===== src/rtl/core/assert_macros.svh =====
// ----------------------------------------------------------------------------
// assert_macros
// shared concurrent assertion macros, clocked on i_clk, held off in reset
// ----------------------------------------------------------------------------
`ifndef ASSERT_MACROS_SVH
`define ASSERT_MACROS_SVH

// same-cycle implication
`define ASSERT_SAME(lbl, ante, cons, msg) \
    lbl: assert property (@(posedge i_clk) disable iff (!i_rst_n) (ante) |-> (cons)) \
        else $error(msg);

// next-cycle implication
`define ASSERT_NEXT(lbl, ante, cons, msg) \
    lbl: assert property (@(posedge i_clk) disable iff (!i_rst_n) (ante) |=> (cons)) \
        else $error(msg);

`endif


===== src/rtl/core/bsp_pkg.sv =====
// ----------------------------------------------------------------------------
// bsp_pkg
// types, register indexes and mask tables of the brush stamp plotter
// ----------------------------------------------------------------------------
package bsp_pkg;

    localparam int PIC_WIDTH  = 160;
    localparam int PIC_HEIGHT = 168;

    localparam logic [2:0] CFG_PATTERN    = 3'd0;
    localparam logic [2:0] CFG_LATE       = 3'd1;
    localparam logic [2:0] CFG_SCREEN_EN  = 3'd2;
    localparam logic [2:0] CFG_SCREEN_COL = 3'd3;
    localparam logic [2:0] CFG_PRIO_EN    = 3'd4;
    localparam logic [2:0] CFG_PRIO_VAL   = 3'd5;

    localparam logic [7:0] LFSR_TAPS = 8'hB8;
    localparam logic [7:0] LFSR_SEED = 8'h01;

    typedef struct packed {
        logic [7:0] centre_x;
        logic [7:0] centre_y;
    } t_in;

    typedef struct packed {
        logic [7:0] pixel_x;
        logic [7:0] pixel_y;
        logic       write_screen;
        logic       write_priority;
        logic [3:0] colour_out;
        logic [3:0] priority_out;
        logic       last;
    } t_out;

    typedef struct packed {
        logic [7:0] pattern_code;
        logic       late_version;
        logic       screen_enable;
        logic [3:0] screen_colour;
        logic       priority_enable;
        logic [3:0] priority_value;
    } t_cfg;

    typedef struct packed {
        logic load;
        logic step;
        logic flush;
    } t_cmd;

    typedef struct packed {
        logic keep;
        logic scan_last;
        logic pend_valid;
        logic out_free;
    } t_sts;

    function automatic logic [6:0] mask_start(input logic [2:0] size);
        logic [6:0] v;
        case (size)
            3'd0:    v = 7'd0;
            3'd1:    v = 7'd1;
            3'd2:    v = 7'd4;
            3'd3:    v = 7'd9;
            3'd4:    v = 7'd16;
            3'd5:    v = 7'd25;
            3'd6:    v = 7'd37;
            default: v = 7'd50;
        endcase
        return v;
    endfunction

    function automatic logic [15:0] mask_row(input logic [6:0] idx);
        logic [15:0] v;
        case (idx)
            7'd0:  v = 16'h8000;
            7'd1:  v = 16'hE000;
            7'd2:  v = 16'hE000;
            7'd3:  v = 16'hE000;
            7'd4:  v = 16'h7000;
            7'd5:  v = 16'hF800;
            7'd6:  v = 16'hF800;
            7'd7:  v = 16'hF800;
            7'd8:  v = 16'h7000;
            7'd9:  v = 16'h3800;
            7'd10: v = 16'h7C00;
            7'd11: v = 16'hFE00;
            7'd12: v = 16'hFE00;
            7'd13: v = 16'hFE00;
            7'd14: v = 16'h7C00;
            7'd15: v = 16'h3800;
            7'd16: v = 16'h1C00;
            7'd17: v = 16'h7F00;
            7'd18: v = 16'hFF80;
            7'd19: v = 16'hFF80;
            7'd20: v = 16'hFF80;
            7'd21: v = 16'hFF80;
            7'd22: v = 16'hFF80;
            7'd23: v = 16'h7F00;
            7'd24: v = 16'h1C00;
            7'd25: v = 16'h0E00;
            7'd26: v = 16'h3F80;
            7'd27: v = 16'h7FC0;
            7'd28: v = 16'h7FC0;
            7'd29: v = 16'hFFE0;
            7'd30: v = 16'hFFE0;
            7'd31: v = 16'hFFE0;
            7'd32: v = 16'h7FC0;
            7'd33: v = 16'h7FC0;
            7'd34: v = 16'h3F80;
            7'd35: v = 16'h1F00;
            7'd36: v = 16'h0E00;
            7'd37: v = 16'h0F80;
            7'd38: v = 16'h3FE0;
            7'd39: v = 16'h7FF0;
            7'd40: v = 16'h7FF0;
            7'd41: v = 16'hFFF8;
            7'd42: v = 16'hFFF8;
            7'd43: v = 16'hFFF8;
            7'd44: v = 16'hFFF8;
            7'd45: v = 16'hFFF8;
            7'd46: v = 16'h7FF0;
            7'd47: v = 16'h7FF0;
            7'd48: v = 16'h3FE0;
            7'd49: v = 16'h0F80;
            7'd50: v = 16'h07C0;
            7'd51: v = 16'h1FF0;
            7'd52: v = 16'h3FF8;
            7'd53: v = 16'h7FFC;
            7'd54: v = 16'h7FFC;
            7'd55: v = 16'hFFFE;
            7'd56: v = 16'hFFFE;
            7'd57: v = 16'hFFFE;
            7'd58: v = 16'hFFFE;
            7'd59: v = 16'hFFFE;
            7'd60: v = 16'h7FFC;
            7'd61: v = 16'h7FFC;
            7'd62: v = 16'h3FF8;
            7'd63: v = 16'h1FF0;
            7'd64: v = 16'h07C0;
            default: v = 16'h0000;
        endcase
        return v;
    endfunction

endpackage


===== src/rtl/core/bsp_ctrl.sv =====
// ----------------------------------------------------------------------------
// bsp_ctrl
// sequencer: load a centre, scan the stamp cells, flush the held pixel
// ----------------------------------------------------------------------------
module bsp_ctrl
    import bsp_pkg::*;
(
    input  logic i_clk,
    input  logic i_rst_n,
    input  logic i_in_valid,
    output logic o_in_stall,
    input  t_sts i_sts,
    output t_cmd o_cmd
);

    localparam logic [1:0] S_IDLE  = 2'd0;
    localparam logic [1:0] S_RUN   = 2'd1;
    localparam logic [1:0] S_FLUSH = 2'd2;

    logic [1:0] r_state;
    logic [1:0] n_state;
    logic       w_adv;

    assign o_in_stall = (r_state != S_IDLE) || !i_rst_n;
    assign w_adv      = !(i_sts.keep && i_sts.pend_valid) || i_sts.out_free;

    always_comb begin
        n_state = r_state;
        o_cmd   = '0;
        case (r_state)
            S_IDLE: begin
                if (i_in_valid) begin
                    o_cmd.load = 1'b1;
                    n_state    = S_RUN;
                end
            end
            S_RUN: begin
                o_cmd.step = w_adv;
                if (w_adv && i_sts.scan_last) begin
                    n_state = S_FLUSH;
                end
            end
            S_FLUSH: begin
                if (!i_sts.pend_valid) begin
                    n_state = S_IDLE;
                end else if (i_sts.out_free) begin
                    o_cmd.flush = 1'b1;
                    n_state     = S_IDLE;
                end
            end
            default: begin
                n_state = S_IDLE;
            end
        endcase
    end

    always_ff @(posedge i_clk) begin
        if (!i_rst_n) begin
            r_state <= S_IDLE;
        end else begin
            r_state <= n_state;
        end
    end

endmodule


===== src/rtl/core/bsp_datapath.sv =====
// ----------------------------------------------------------------------------
// bsp_datapath
// start point clamp, cell counters, mask lookup, spray lfsr, one-pixel
// hold for the last flag and the output register
// ----------------------------------------------------------------------------
module bsp_datapath
    import bsp_pkg::*;
(
    input  logic i_clk,
    input  logic i_rst_n,
    input  t_cmd i_cmd,
    input  t_cfg i_cfg,
    input  t_in  i_in,
    input  logic i_out_stall,
    output t_sts o_sts,
    output logic o_out_valid,
    output t_out o_out
);

    localparam logic signed [10:0] X_LIM_BASE = 11'(2 * PIC_WIDTH);
    localparam logic signed [9:0]  Y_LIM_BASE = 10'(PIC_HEIGHT - 1);

    logic [2:0]         w_n;
    logic               w_solid;
    logic               w_spray;
    logic               w_late;
    logic               w_plot;
    logic [3:0]         w_row_last;
    logic [1:0]         w_col_last;
    logic signed [10:0] w_px2;
    logic signed [10:0] w_xlim;
    logic signed [10:0] w_px2_c;
    logic signed [9:0]  w_py0;
    logic signed [9:0]  w_ylim;
    logic signed [9:0]  w_py_c;
    logic [15:0]        w_word;
    logic               w_bit;
    logic               w_cand;
    logic [7:0]         w_lfsr_next;
    logic               w_spray_ok;
    logic [9:0]         w_x;
    logic [8:0]         w_y;
    logic               w_inside;
    logic               w_keep;
    logic               w_out_free;
    logic               w_out_load;

    logic [8:0] r_px;
    logic [7:0] r_py;
    logic [3:0] r_row;
    logic [1:0] r_col;
    logic [7:0] r_lfsr;
    logic [7:0] r_pend_x;
    logic [7:0] r_pend_y;
    logic       r_pend_valid;
    logic       r_out_valid;
    t_out       r_out;

    assign w_n        = i_cfg.pattern_code[2:0];
    assign w_solid    = i_cfg.pattern_code[4];
    assign w_spray    = i_cfg.pattern_code[5];
    assign w_late     = i_cfg.late_version && (w_n == 3'd1);
    assign w_plot     = i_cfg.screen_enable || i_cfg.priority_enable;
    assign w_row_last = {w_n, 1'b0};
    assign w_col_last = w_n[2:1];

    // start point clamp
    assign w_px2  = $signed({2'b00, i_in.centre_x, 1'b0}) - $signed({8'd0, w_n});
    assign w_xlim = X_LIM_BASE - $signed({7'd0, w_n, 1'b0});
    assign w_py0  = $signed({2'b00, i_in.centre_y}) - $signed({7'd0, w_n});
    assign w_ylim = Y_LIM_BASE - $signed({6'd0, w_n, 1'b0});

    always_comb begin
        if (w_px2 < 0) begin
            w_px2_c = '0;
        end else if (w_px2 >= w_xlim) begin
            w_px2_c = w_xlim;
        end else begin
            w_px2_c = w_px2;
        end
        if (w_py0 < 0) begin
            w_py_c = '0;
        end else if (w_py0 >= w_ylim) begin
            w_py_c = w_ylim;
        end else begin
            w_py_c = w_py0;
        end
    end

    // current cell
    always_comb begin
        if (w_late) begin
            w_word = (r_row == 4'd1) ? 16'hE000 : 16'h0000;
        end else begin
            w_word = mask_row(mask_start(w_n) + {3'd0, r_row});
        end
    end

    assign w_bit       = w_word[4'd15 - {1'b0, r_col, 1'b0}];
    assign w_cand      = w_solid || w_bit;
    assign w_lfsr_next = {1'b0, r_lfsr[7:1]} ^ (r_lfsr[0] ? LFSR_TAPS : 8'h00);
    assign w_spray_ok  = !w_spray || (w_lfsr_next[1:0] == 2'b01);
    assign w_x         = {1'b0, r_px} + {8'd0, r_col};
    assign w_y         = {1'b0, r_py} + {5'd0, r_row};
    assign w_inside    = (w_x < 10'(PIC_WIDTH)) && (w_y < 9'(PIC_HEIGHT));
    assign w_keep      = w_cand && w_spray_ok && w_inside && w_plot;
    assign w_out_free  = !r_out_valid || !i_out_stall;
    assign w_out_load  = i_cmd.flush || (i_cmd.step && w_keep && r_pend_valid);

    assign o_sts.keep       = w_keep;
    assign o_sts.scan_last  = (r_row == w_row_last) && (r_col == w_col_last);
    assign o_sts.pend_valid = r_pend_valid;
    assign o_sts.out_free   = w_out_free;

    assign o_out_valid = r_out_valid;
    assign o_out       = r_out;

    always_ff @(posedge i_clk) begin
        if (!i_rst_n) begin
            r_pend_valid <= 1'b0;
            r_out_valid  <= 1'b0;
            r_row        <= '0;
            r_col        <= '0;
            r_lfsr       <= LFSR_SEED;
        end else begin
            if (w_out_load) begin
                r_out_valid <= 1'b1;
            end else if (!i_out_stall) begin
                r_out_valid <= 1'b0;
            end
            if (i_cmd.load) begin
                r_px         <= w_px2_c[9:1];
                r_py         <= w_py_c[7:0];
                r_row        <= '0;
                r_col        <= '0;
                r_lfsr       <= LFSR_SEED;
                r_pend_valid <= 1'b0;
            end
            if (i_cmd.step) begin
                if (w_spray && w_cand) begin
                    r_lfsr <= w_lfsr_next;
                end
                if (w_keep) begin
                    if (r_pend_valid) begin
                        r_out.pixel_x        <= r_pend_x;
                        r_out.pixel_y        <= r_pend_y;
                        r_out.write_screen   <= i_cfg.screen_enable;
                        r_out.write_priority <= i_cfg.priority_enable;
                        r_out.colour_out     <= i_cfg.screen_enable ? i_cfg.screen_colour
                                                                    : 4'd0;
                        r_out.priority_out   <= i_cfg.priority_enable ? i_cfg.priority_value
                                                                      : 4'd0;
                        r_out.last           <= 1'b0;
                    end
                    r_pend_x     <= w_x[7:0];
                    r_pend_y     <= w_y[7:0];
                    r_pend_valid <= 1'b1;
                end
                if (r_col == w_col_last) begin
                    r_col <= '0;
                    r_row <= r_row + 4'd1;
                end else begin
                    r_col <= r_col + 2'd1;
                end
            end
            if (i_cmd.flush) begin
                r_out.pixel_x        <= r_pend_x;
                r_out.pixel_y        <= r_pend_y;
                r_out.write_screen   <= i_cfg.screen_enable;
                r_out.write_priority <= i_cfg.priority_enable;
                r_out.colour_out     <= i_cfg.screen_enable ? i_cfg.screen_colour : 4'd0;
                r_out.priority_out   <= i_cfg.priority_enable ? i_cfg.priority_value : 4'd0;
                r_out.last           <= 1'b1;
                r_pend_valid         <= 1'b0;
            end
        end
    end

endmodule


===== src/rtl/core/brush_stamp_plotter.sv =====
// ----------------------------------------------------------------------------
// brush_stamp_plotter: one pen centre in, the run of stamp pixels out
// a centre is loaded, its (2n+1)*((n>>1)+1) stamp cells are scanned (n = pen size,
// at most 7) and a held pixel is flushed; one pixel per cycle while the output is not stalled
// a pixel is held until the next kept cell or the flush, then moves to the output register
// synchronous active-low reset clears the sequencer, valids and config registers
// ----------------------------------------------------------------------------
`include "assert_macros.svh"

module brush_stamp_plotter
    import bsp_pkg::*;
(
    input  logic       i_clk,
    input  logic       i_rst_n,
    input  logic       i_in_valid,
    output logic       o_in_stall,
    input  t_in        i_in_data,
    output logic       o_out_valid,
    input  logic       i_out_stall,
    output t_out       o_out_data,
    input  logic       i_cfg_valid,
    output logic       o_cfg_ready,
    input  logic [2:0] i_cfg_index,
    input  logic [7:0] i_cfg_data
);

    t_cfg r_cfg;
    t_cmd w_cmd;
    t_sts w_sts;

    assign o_cfg_ready = i_rst_n;

    always_ff @(posedge i_clk) begin
        if (!i_rst_n) begin
            r_cfg <= '0;
        end else if (i_cfg_valid && o_cfg_ready) begin
            case (i_cfg_index)
                CFG_PATTERN:    r_cfg.pattern_code    <= i_cfg_data;
                CFG_LATE:       r_cfg.late_version    <= i_cfg_data[0];
                CFG_SCREEN_EN:  r_cfg.screen_enable   <= i_cfg_data[0];
                CFG_SCREEN_COL: r_cfg.screen_colour   <= i_cfg_data[3:0];
                CFG_PRIO_EN:    r_cfg.priority_enable <= i_cfg_data[0];
                CFG_PRIO_VAL:   r_cfg.priority_value  <= i_cfg_data[3:0];
                default: begin
                end
            endcase
        end
    end

    bsp_ctrl u_ctrl (
        .i_clk      (i_clk),
        .i_rst_n    (i_rst_n),
        .i_in_valid (i_in_valid),
        .o_in_stall (o_in_stall),
        .i_sts      (w_sts),
        .o_cmd      (w_cmd)
    );

    bsp_datapath u_datapath (
        .i_clk       (i_clk),
        .i_rst_n     (i_rst_n),
        .i_cmd       (w_cmd),
        .i_cfg       (r_cfg),
        .i_in        (i_in_data),
        .i_out_stall (i_out_stall),
        .o_sts       (w_sts),
        .o_out_valid (o_out_valid),
        .o_out       (o_out_data)
    );

    `ASSERT_NEXT(a_busy_after_load, i_in_valid && !o_in_stall, o_in_stall, "not busy after load")
    `ASSERT_NEXT(a_flush_marks_last, w_cmd.flush, o_out_valid && o_out_data.last, "flush lost last")
    `ASSERT_NEXT(a_load_clears_hold, w_cmd.load, !w_sts.pend_valid, "held pixel survived load")
    `ASSERT_SAME(a_step_only_busy, w_cmd.step || w_cmd.flush, o_in_stall, "step while idle")

endmodule


===== config.mk =====
export PLATFORM = sky130hd
export DESIGN_NAME = brush_stamp_plotter
export DESIGN_NICKNAME = d
export VERILOG_FILES = /design/src/rtl/core/bsp_pkg.sv /design/src/rtl/core/bsp_ctrl.sv /design/src/rtl/core/bsp_datapath.sv /design/src/rtl/core/brush_stamp_plotter.sv
export VERILOG_INCLUDE_DIRS = /design/src /design/src/rtl/core
export SDC_FILE = /design/constraint.sdc
export NUM_CORES = 1
export LEC_CHECK = 0
export ABC_AREA = 1
export BUFFER_PORTS_ARGS = -buffer_cell sky130_fd_sc_hd__buf_4
export CORE_MARGIN = 2
export CORE_UTILIZATION = 45
export CTS_BUF_LIST = sky130_fd_sc_hd__clkbuf_8 sky130_fd_sc_hd__clkbuf_16
export CTS_CLUSTER_DIAMETER = 100
export CTS_CLUSTER_SIZE = 14
export DETAILED_ROUTE_END_ITERATION = 8
export PLACE_DENSITY = 0.76
export SLEW_MARGIN = 20
export SYNTH_ARGS = -nofsm -noshare
export SYNTH_HDL_FRONTEND = slang
export SYNTH_SLANG_ARGS = --single-unit

===== constraint.sdc =====
create_clock -name i_clk -period 6.1 [get_ports i_clk]
set_input_delay 0 -clock i_clk [delete_from_list [all_inputs] [get_ports i_clk]]
set_output_delay 0 -clock i_clk [all_outputs]
set_load 0.1 [all_outputs]

**Yosys cells after proc, flatten, opt, wreduce, memory -nomap -nowiden**

Memory sizes are Yosys's and may differ from the RTL's.
Cells that the tools add are included.

- Bits in registers: 95
- Bits in latches: 0
- Memory bits (writable): 0
- Memory bits (read-only): 1920
- Bits of input ports: 32
- Output and inout bits: 30
- Word-level logic and storage cells: 147
- Memories kept: 1

Memories:

| memory | depth | bits a word | read ports | clocked after Yosys merged registers in | write ports | line | RTL |
|---|---|---|---|---|---|---|---|
| (no name shown) | 128 | 15 | 1 | 0 | 0 | bsp_pkg.sv:74 | `case (idx)` |

- Add/sub/neg operators: 10
- $mul: 0
- Div/mod/pow operators: 0
- $lt $le $gt $ge: 7
- Equality and inequality tests: 21
- Shift-type cells: 0
- Muxes and demuxes: 40
- Bitwise operators: 2
- Reduce and logical (&&, ||, !) cells: 43

Operator list:

| kind | number |
|---|---|
| $mux W27 | 4 |
| $pmux W6 S7 | 1 |
| $mux W8 | 5 |
| $mux W16 | 2 |
| $mux W4 | 5 |
| $eq A3 B3 Y1 const B | 5 |
| $mux W2 | 7 |
| $reduce_and A2 Y1 | 7 |
| $eq A3 B2 Y1 const B | 4 |
| $logic_and A1 B1 Y1 | 12 |
| $mux W1 | 12 |
| $add A9 B2 Y10 | 1 |
| $ge A10 B10 Y1 | 1 |
| $lt A10 B1 Y1 const B | 1 |
| $lt A10 B8 Y1 const B | 1 |
| $mux W10 | 1 |
| $reduce_bool A2 Y1 | 5 |
| $sub A9 B3 Y10 | 1 |
| $sub A9 B4 Y10 const A | 1 |
| $add A8 B4 Y9 | 1 |
| $ge A9 B9 Y1 | 1 |
| $lt A9 B1 Y1 const B | 1 |
| $lt A9 B8 Y1 const B | 1 |
| $sub A8 B3 Y9 | 1 |
| other kinds (27) | 42 |

**Longest topological paths before layout**

An unclocked memory read counts as a cell.

- Word-level depth: 20
- Gate-level depth with buffers: 28

**Hierarchy**

From an unflattened synthesis, not the netlist that was laid out.

- Cells, all modules: 703
- Area total of the unflattened synthesis: 5825.6 µm²

By module, submodules not included:

| module | times used | cells an instance | area each (µm²) | sequential area each (µm²) |
|---|---|---|---|---|
| bsp_datapath | 1 | 553 | 4804.6 | 2122.0 |
| brush_stamp_plotter | 1 | 124 | 848.3 | 380.4 |
| bsp_ctrl | 1 | 26 | 172.7 | 40.0 |

**Least setup slack after synthesis**

OpenSTA, ideal clock, no wires.

- Path type: register to register
- From: register r_cfg[11] in the netlist's numbering
- To: register u_datapath.r_pend_x[0] (enable)
- Data arrival time: 4081 ps
- Slack: 1631 ps
- Stages on the path, launching flop included: 25
- Period minus slack after synthesis: 4469 ps
- Cells stage by stage: dfxtp_1 > inv_1 > ha_1 > ha_1 > nor2_1 > nand3_4 > fa_1 > inv_1 > nor2_1 > nand2_1 > o21ai_1 > nor2_1 > nand2_1 > nand2_1 > nand2_1 > nand3_1 > nand3_1 > nand2_1 > nand2_2 > nand2_4 > nand4_4 > nand2_4 > inv_2 > nand2_1 > nor2_1

- Word-level cells in the longest chain between the ends: 17
- Elaborated cells between the ends (all ways): 24

RTL lines:

| item | line | RTL |
|---|---|---|
| from (decl) | brush_stamp_plotter.sv:27 | `t_cfg r_cfg;` |
| $eq A3 B3 Y1, or another cell as far along | bsp_pkg.sv:59 | `case (size)` |
| $pmux W6 S7 | bsp_pkg.sv:59 |  |
| $mux W7 | bsp_datapath.sv:92 | `if (w_late) begin` |
| $add A7 B4 Y7 | bsp_datapath.sv:95 | `w_word = mask_row(mask_start(w_n) + {3'd0, r_row});` |
| $mem_v2 Z128 W15 | n/a |  |
| $mux W16 * | bsp_datapath.sv:92 |  |
| $bmux W1 S4 * | bsp_datapath.sv:99 | `assign w_bit = w_word[4'd15 - {1'b0, r_col, 1'b0}];` |
| $mux W1 (implied by the code) * | bsp_datapath.sv:99 |  |
| $logic_or A1 B1 Y1 * | bsp_datapath.sv:100 | `assign w_cand = w_solid \|\| w_bit;` |
| $logic_and A1 B1 Y1 * (3 in a row) | bsp_datapath.sv:106 | `assign w_keep = w_cand && w_spray_ok && w_inside && w_plot;` |
| $logic_and A1 B1 Y1 | bsp_ctrl.sv:25 | `assign w_adv = !(i_sts.keep && i_sts.pend_valid) \|\| i_sts.out_free;` |
| $logic_not A1 Y1 | bsp_ctrl.sv:25 |  |
| $logic_or A1 B1 Y1 | bsp_ctrl.sv:25 |  |
| $mux W1 | bsp_ctrl.sv:30 | `case (r_state)` |
| $reduce_and A3 Y1 (no source line) * | n/a |  |
| to (signal assigned) | bsp_datapath.sv:155 | `r_pend_x <= w_x[7:0];` |
| to (decl) | bsp_datapath.sv:53 | `logic [7:0] r_pend_x;` |

Mark *: on every way between the ends. The rest lies on a longest branch, timed or not. The select of a mux whose other input is x is not followed.
A chain may end at the register's enable or synchronous reset.

**Worst setup path in the final report**

- From: register r_cfg[11] in the netlist's numbering
- To: register u_datapath.r_pend_x[1] (enable)

Same word-level chain as after synthesis.

==> impl_metrics.tcl <==
set metrics [dict create \
    status "complete, no violations" \
    avgViaCountPerCell 4.933 \
    synth_fp_nets 751 \
    clk_pin_slew_ps 60 \
    use_met3_pct 2.824 \
    final_area_sq_um 6614 \
    cellPowerDensity_nw_per_um2 210.0 \
    arrival_ps 4840 \
    register_area_sq_um 2482 \
    wl_um 11270 \
    coreArea_sq_um 12110 \
    drive_gt1_share_pct 14.42 \
    grtUsageTotal_pct 17.85 \
    core.rowCount 40 \
    power_leakage_nw 2.883 \
    cts_resized 0 \
    whs_ps 49.16 \
    pin_count 62 \
    synth-edff-count 60 \
    synth-seq-cells 94 \
    worst-path-max-fanout 16 \
    portBuffers 59 \
    rsz0062_at_grt "no" \
    cp-start-kind "register" \
    syn_to_final_growth_pct 17.41 \
    final_core_util_pct 54.61 \
    fillers 1133 \
    initialDrtViolationCount 312 \
    syn_inst 678 \
    relSlewSlack_pct 48.32 \
    drcViolationCount 0 \
    fin_tns_setup_ps 0 \
    ant_nets 0 \
    cts_hold_buf 10 \
    grt_pass1_vias 4192 \
    final_common_cell "nand2_1" \
    die_h_um 115.9 \
    clock_path_buffers 2 \
    antenna_found_initial 0 \
    overflow 0 \
    drv_cap 0 \
    crit_type "reg2reg" \
    regToRegStartpoint "r_cfg[11]" \
    finalHoldViolations 0 \
    fin_crit_sh_pct 78.84 \
    yosysWarnings 0 \
    layout_common_cells "146 x nand2_1, 87 x inv_1, 79 x nor2_1" \
    met1_usage_pct 23.48 \
    yosysSeqAreaShare_pct 44.07 \
    grt.busiest_layer "met2" \
    wl_per_cell_um 12.19 \
    nets 825 \
    cts_tree "yes" \
    die-area_sq_um 13430 \
    avgSynthCellArea_sq_um 8.308 \
    grt_pass1_wl_um 19040 \
    clock_latency_ps 340 \
    cp-startpoint "r_cfg[11]" \
    fin_skew_ps 9.198 \
    finalMaxSlewViolations 0 \
    via_count 4558 \
    max_freq_mhz 207.9 \
    async_reset_ff_share_pct 0 \
    synth_cell_type_count 41 \
    setup_viol 0 \
    hold_start "i_in_data[15]" \
    cts_root_buf "clkbuf_16" \
    cp_data_required_time_ps 6130 \
    placed_area_sq_um 6248 \
    cts_buffers 9 \
    synth_area_sq_um 5633 \
    grt_start_max_net_pins 28 \
    antennaDiodeCount 0 \
    tightest_slew_ps 769.3 \
    clock-sinks 94 \
    htreeDepth 3 \
    dieWidth_um 115.9 \
    finalCriticalPeriod_ps 4809 \
    ir_drop_v 0.0001428 \
    multiInputGateArea_sq_um 2729 \
    cp-end-kind "register" \
    routabilityCongestion 0.8496 \
    post-cts-setup-buffers 0 \
    place_hpwl_um 8405 \
    use_met2_pct 29.24 \
    ys.flop_type "edfxtp_1" \
    hold_path.class "in2reg" \
    dr.pass1.iters 5 \
    initial_core_util_pct 46.51 \
]
[synth_stat cells (3+ instances only)]
| cell | count | share of area (%) |
|---|---|---|
| ha_1 | 36 | 8.0 |
| inv_1 | 87 | 5.8 |
| dfxtp_1 | 34 | 12 |
| nand3_1 | 41 | 3.6 |
| a21oi_2 | 6 | 0.93 |
| nand2_1 | 146 | 9.7 |
| a21oi_1 | 41 | 3.6 |
| xor2_1 | 19 | 3.0 |
| o21ai_0 | 37 | 3.3 |
| nand2_4 | 5 | 1.0 |
| nand4_1 | 4 | 0.44 |
| inv_2 | 5 | 0.33 |
| nor3_1 | 12 | 1.1 |
| nor2_1 | 79 | 5.3 |
| fa_1 | 5 | 1.8 |
| edfxtp_1 | 60 | 32 |
| clkbuf_1 | 4 | 0.27 |
| xnor2_1 | 12 | 1.9 |
| o21ai_1 | 5 | 0.44 |
| a211oi_1 | 3 | 0.40 |
| nand2_2 | 10 | 1.1 |
[power breakdown]
part / internal, mW / leakage [nW] / switching (mW)
clock network: 0.272 / 0.117 / 0.225
logic: 0.0727 / 1.92 / 0.118
registers: 0.690 / 0.847 / 0.0116
[kinds of logic after synthesis]
group / share of synthesized area [%]
AND/OR/NAND/NOR: 24.03
buffers and inverters: 7.485
AO/OA/AOI/OAI: 9.751
flip-flops: 44.07
adder cells (fa/ha/maj): 9.773
XOR/XNOR: 4.820
other: 0.06657
[path summary, 6_finish.rpt]
kind	to	slack, ps	cells after the start
worst max-delay path	u_datapath.r_pend_x[1]	1290	25
worst max register to register	u_datapath.r_pend_x[1]	1290	25
worst min register to register	u_datapath.o_out[14]	420	0
worst min-delay path	u_datapath.r_px[3]	50	3
[sequential cells by signal, summed over array words and instances (netlist names)]
| name | count |
|---|---|
| r_cfg | 16 |
| u_ctrl.r_state | 2 |
| u_datapath.r_pend_x | 8 |
| u_datapath.r_py | 8 |
| u_datapath.r_row | 4 |
| u_datapath.r_lfsr | 8 |
| u_datapath.r_pend_valid | 1 |
| u_datapath.o_out_valid | 1 |
| u_datapath.r_pend_y | 8 |
| u_datapath.o_out | 27 |
| u_datapath.r_col | 2 |
| u_datapath.r_px | 9 |
[worst max-delay path, cell delays in order (launching register included)]
cell,delay (ps)
dfxtp_1,570
inv_1,250
ha_1,270
ha_1,230
nor2_1,190
nand3_4,150
fa_1,640
inv_1,100
nor2_1,260
nand2_1,130
o21ai_1,90
nor2_1,60
nand2_1,60
nand2_1,50
nand2_1,50
nand3_1,70
nand3_1,80
nand2_1,80
nand2_2,90
nand2_4,70
nand4_4,130
nand2_4,170
inv_2,230
nand2_1,100
nor2_1,100
buf_4,260
[layer usage]
| layer | vias up | part of all wire, % |
|---|---|---|
| met3 | 18 | 4.5 |
| met5 | - | 0 |
| met1 | 2039 | 46 |
| met2 | 125 | 47 |
| met4 | 0 | 2.3 |
| li1 | 2376 | - |
[cell type report]
cell class	count	area share [%]
multi-input combinational	480	41.26
clock buffer	9	3.405
timing repair buffer	72	8.551
sequential	94	37.53
inverter	95	5.467
tap	168	3.178
clock inverter	6	0.6054
[through the flow]
step	std cells	setup WS (ps)	total power [mW]
floorplan	678	1631	0.8477
global placement	899	1367	0.8947
detailed placement	899	1315	0.8978
CTS	924	1313	1.398
global route	924	808.8	1.455
finish	924	1291	1.389
Note: power is estimated with default switching activity, not from simulation.
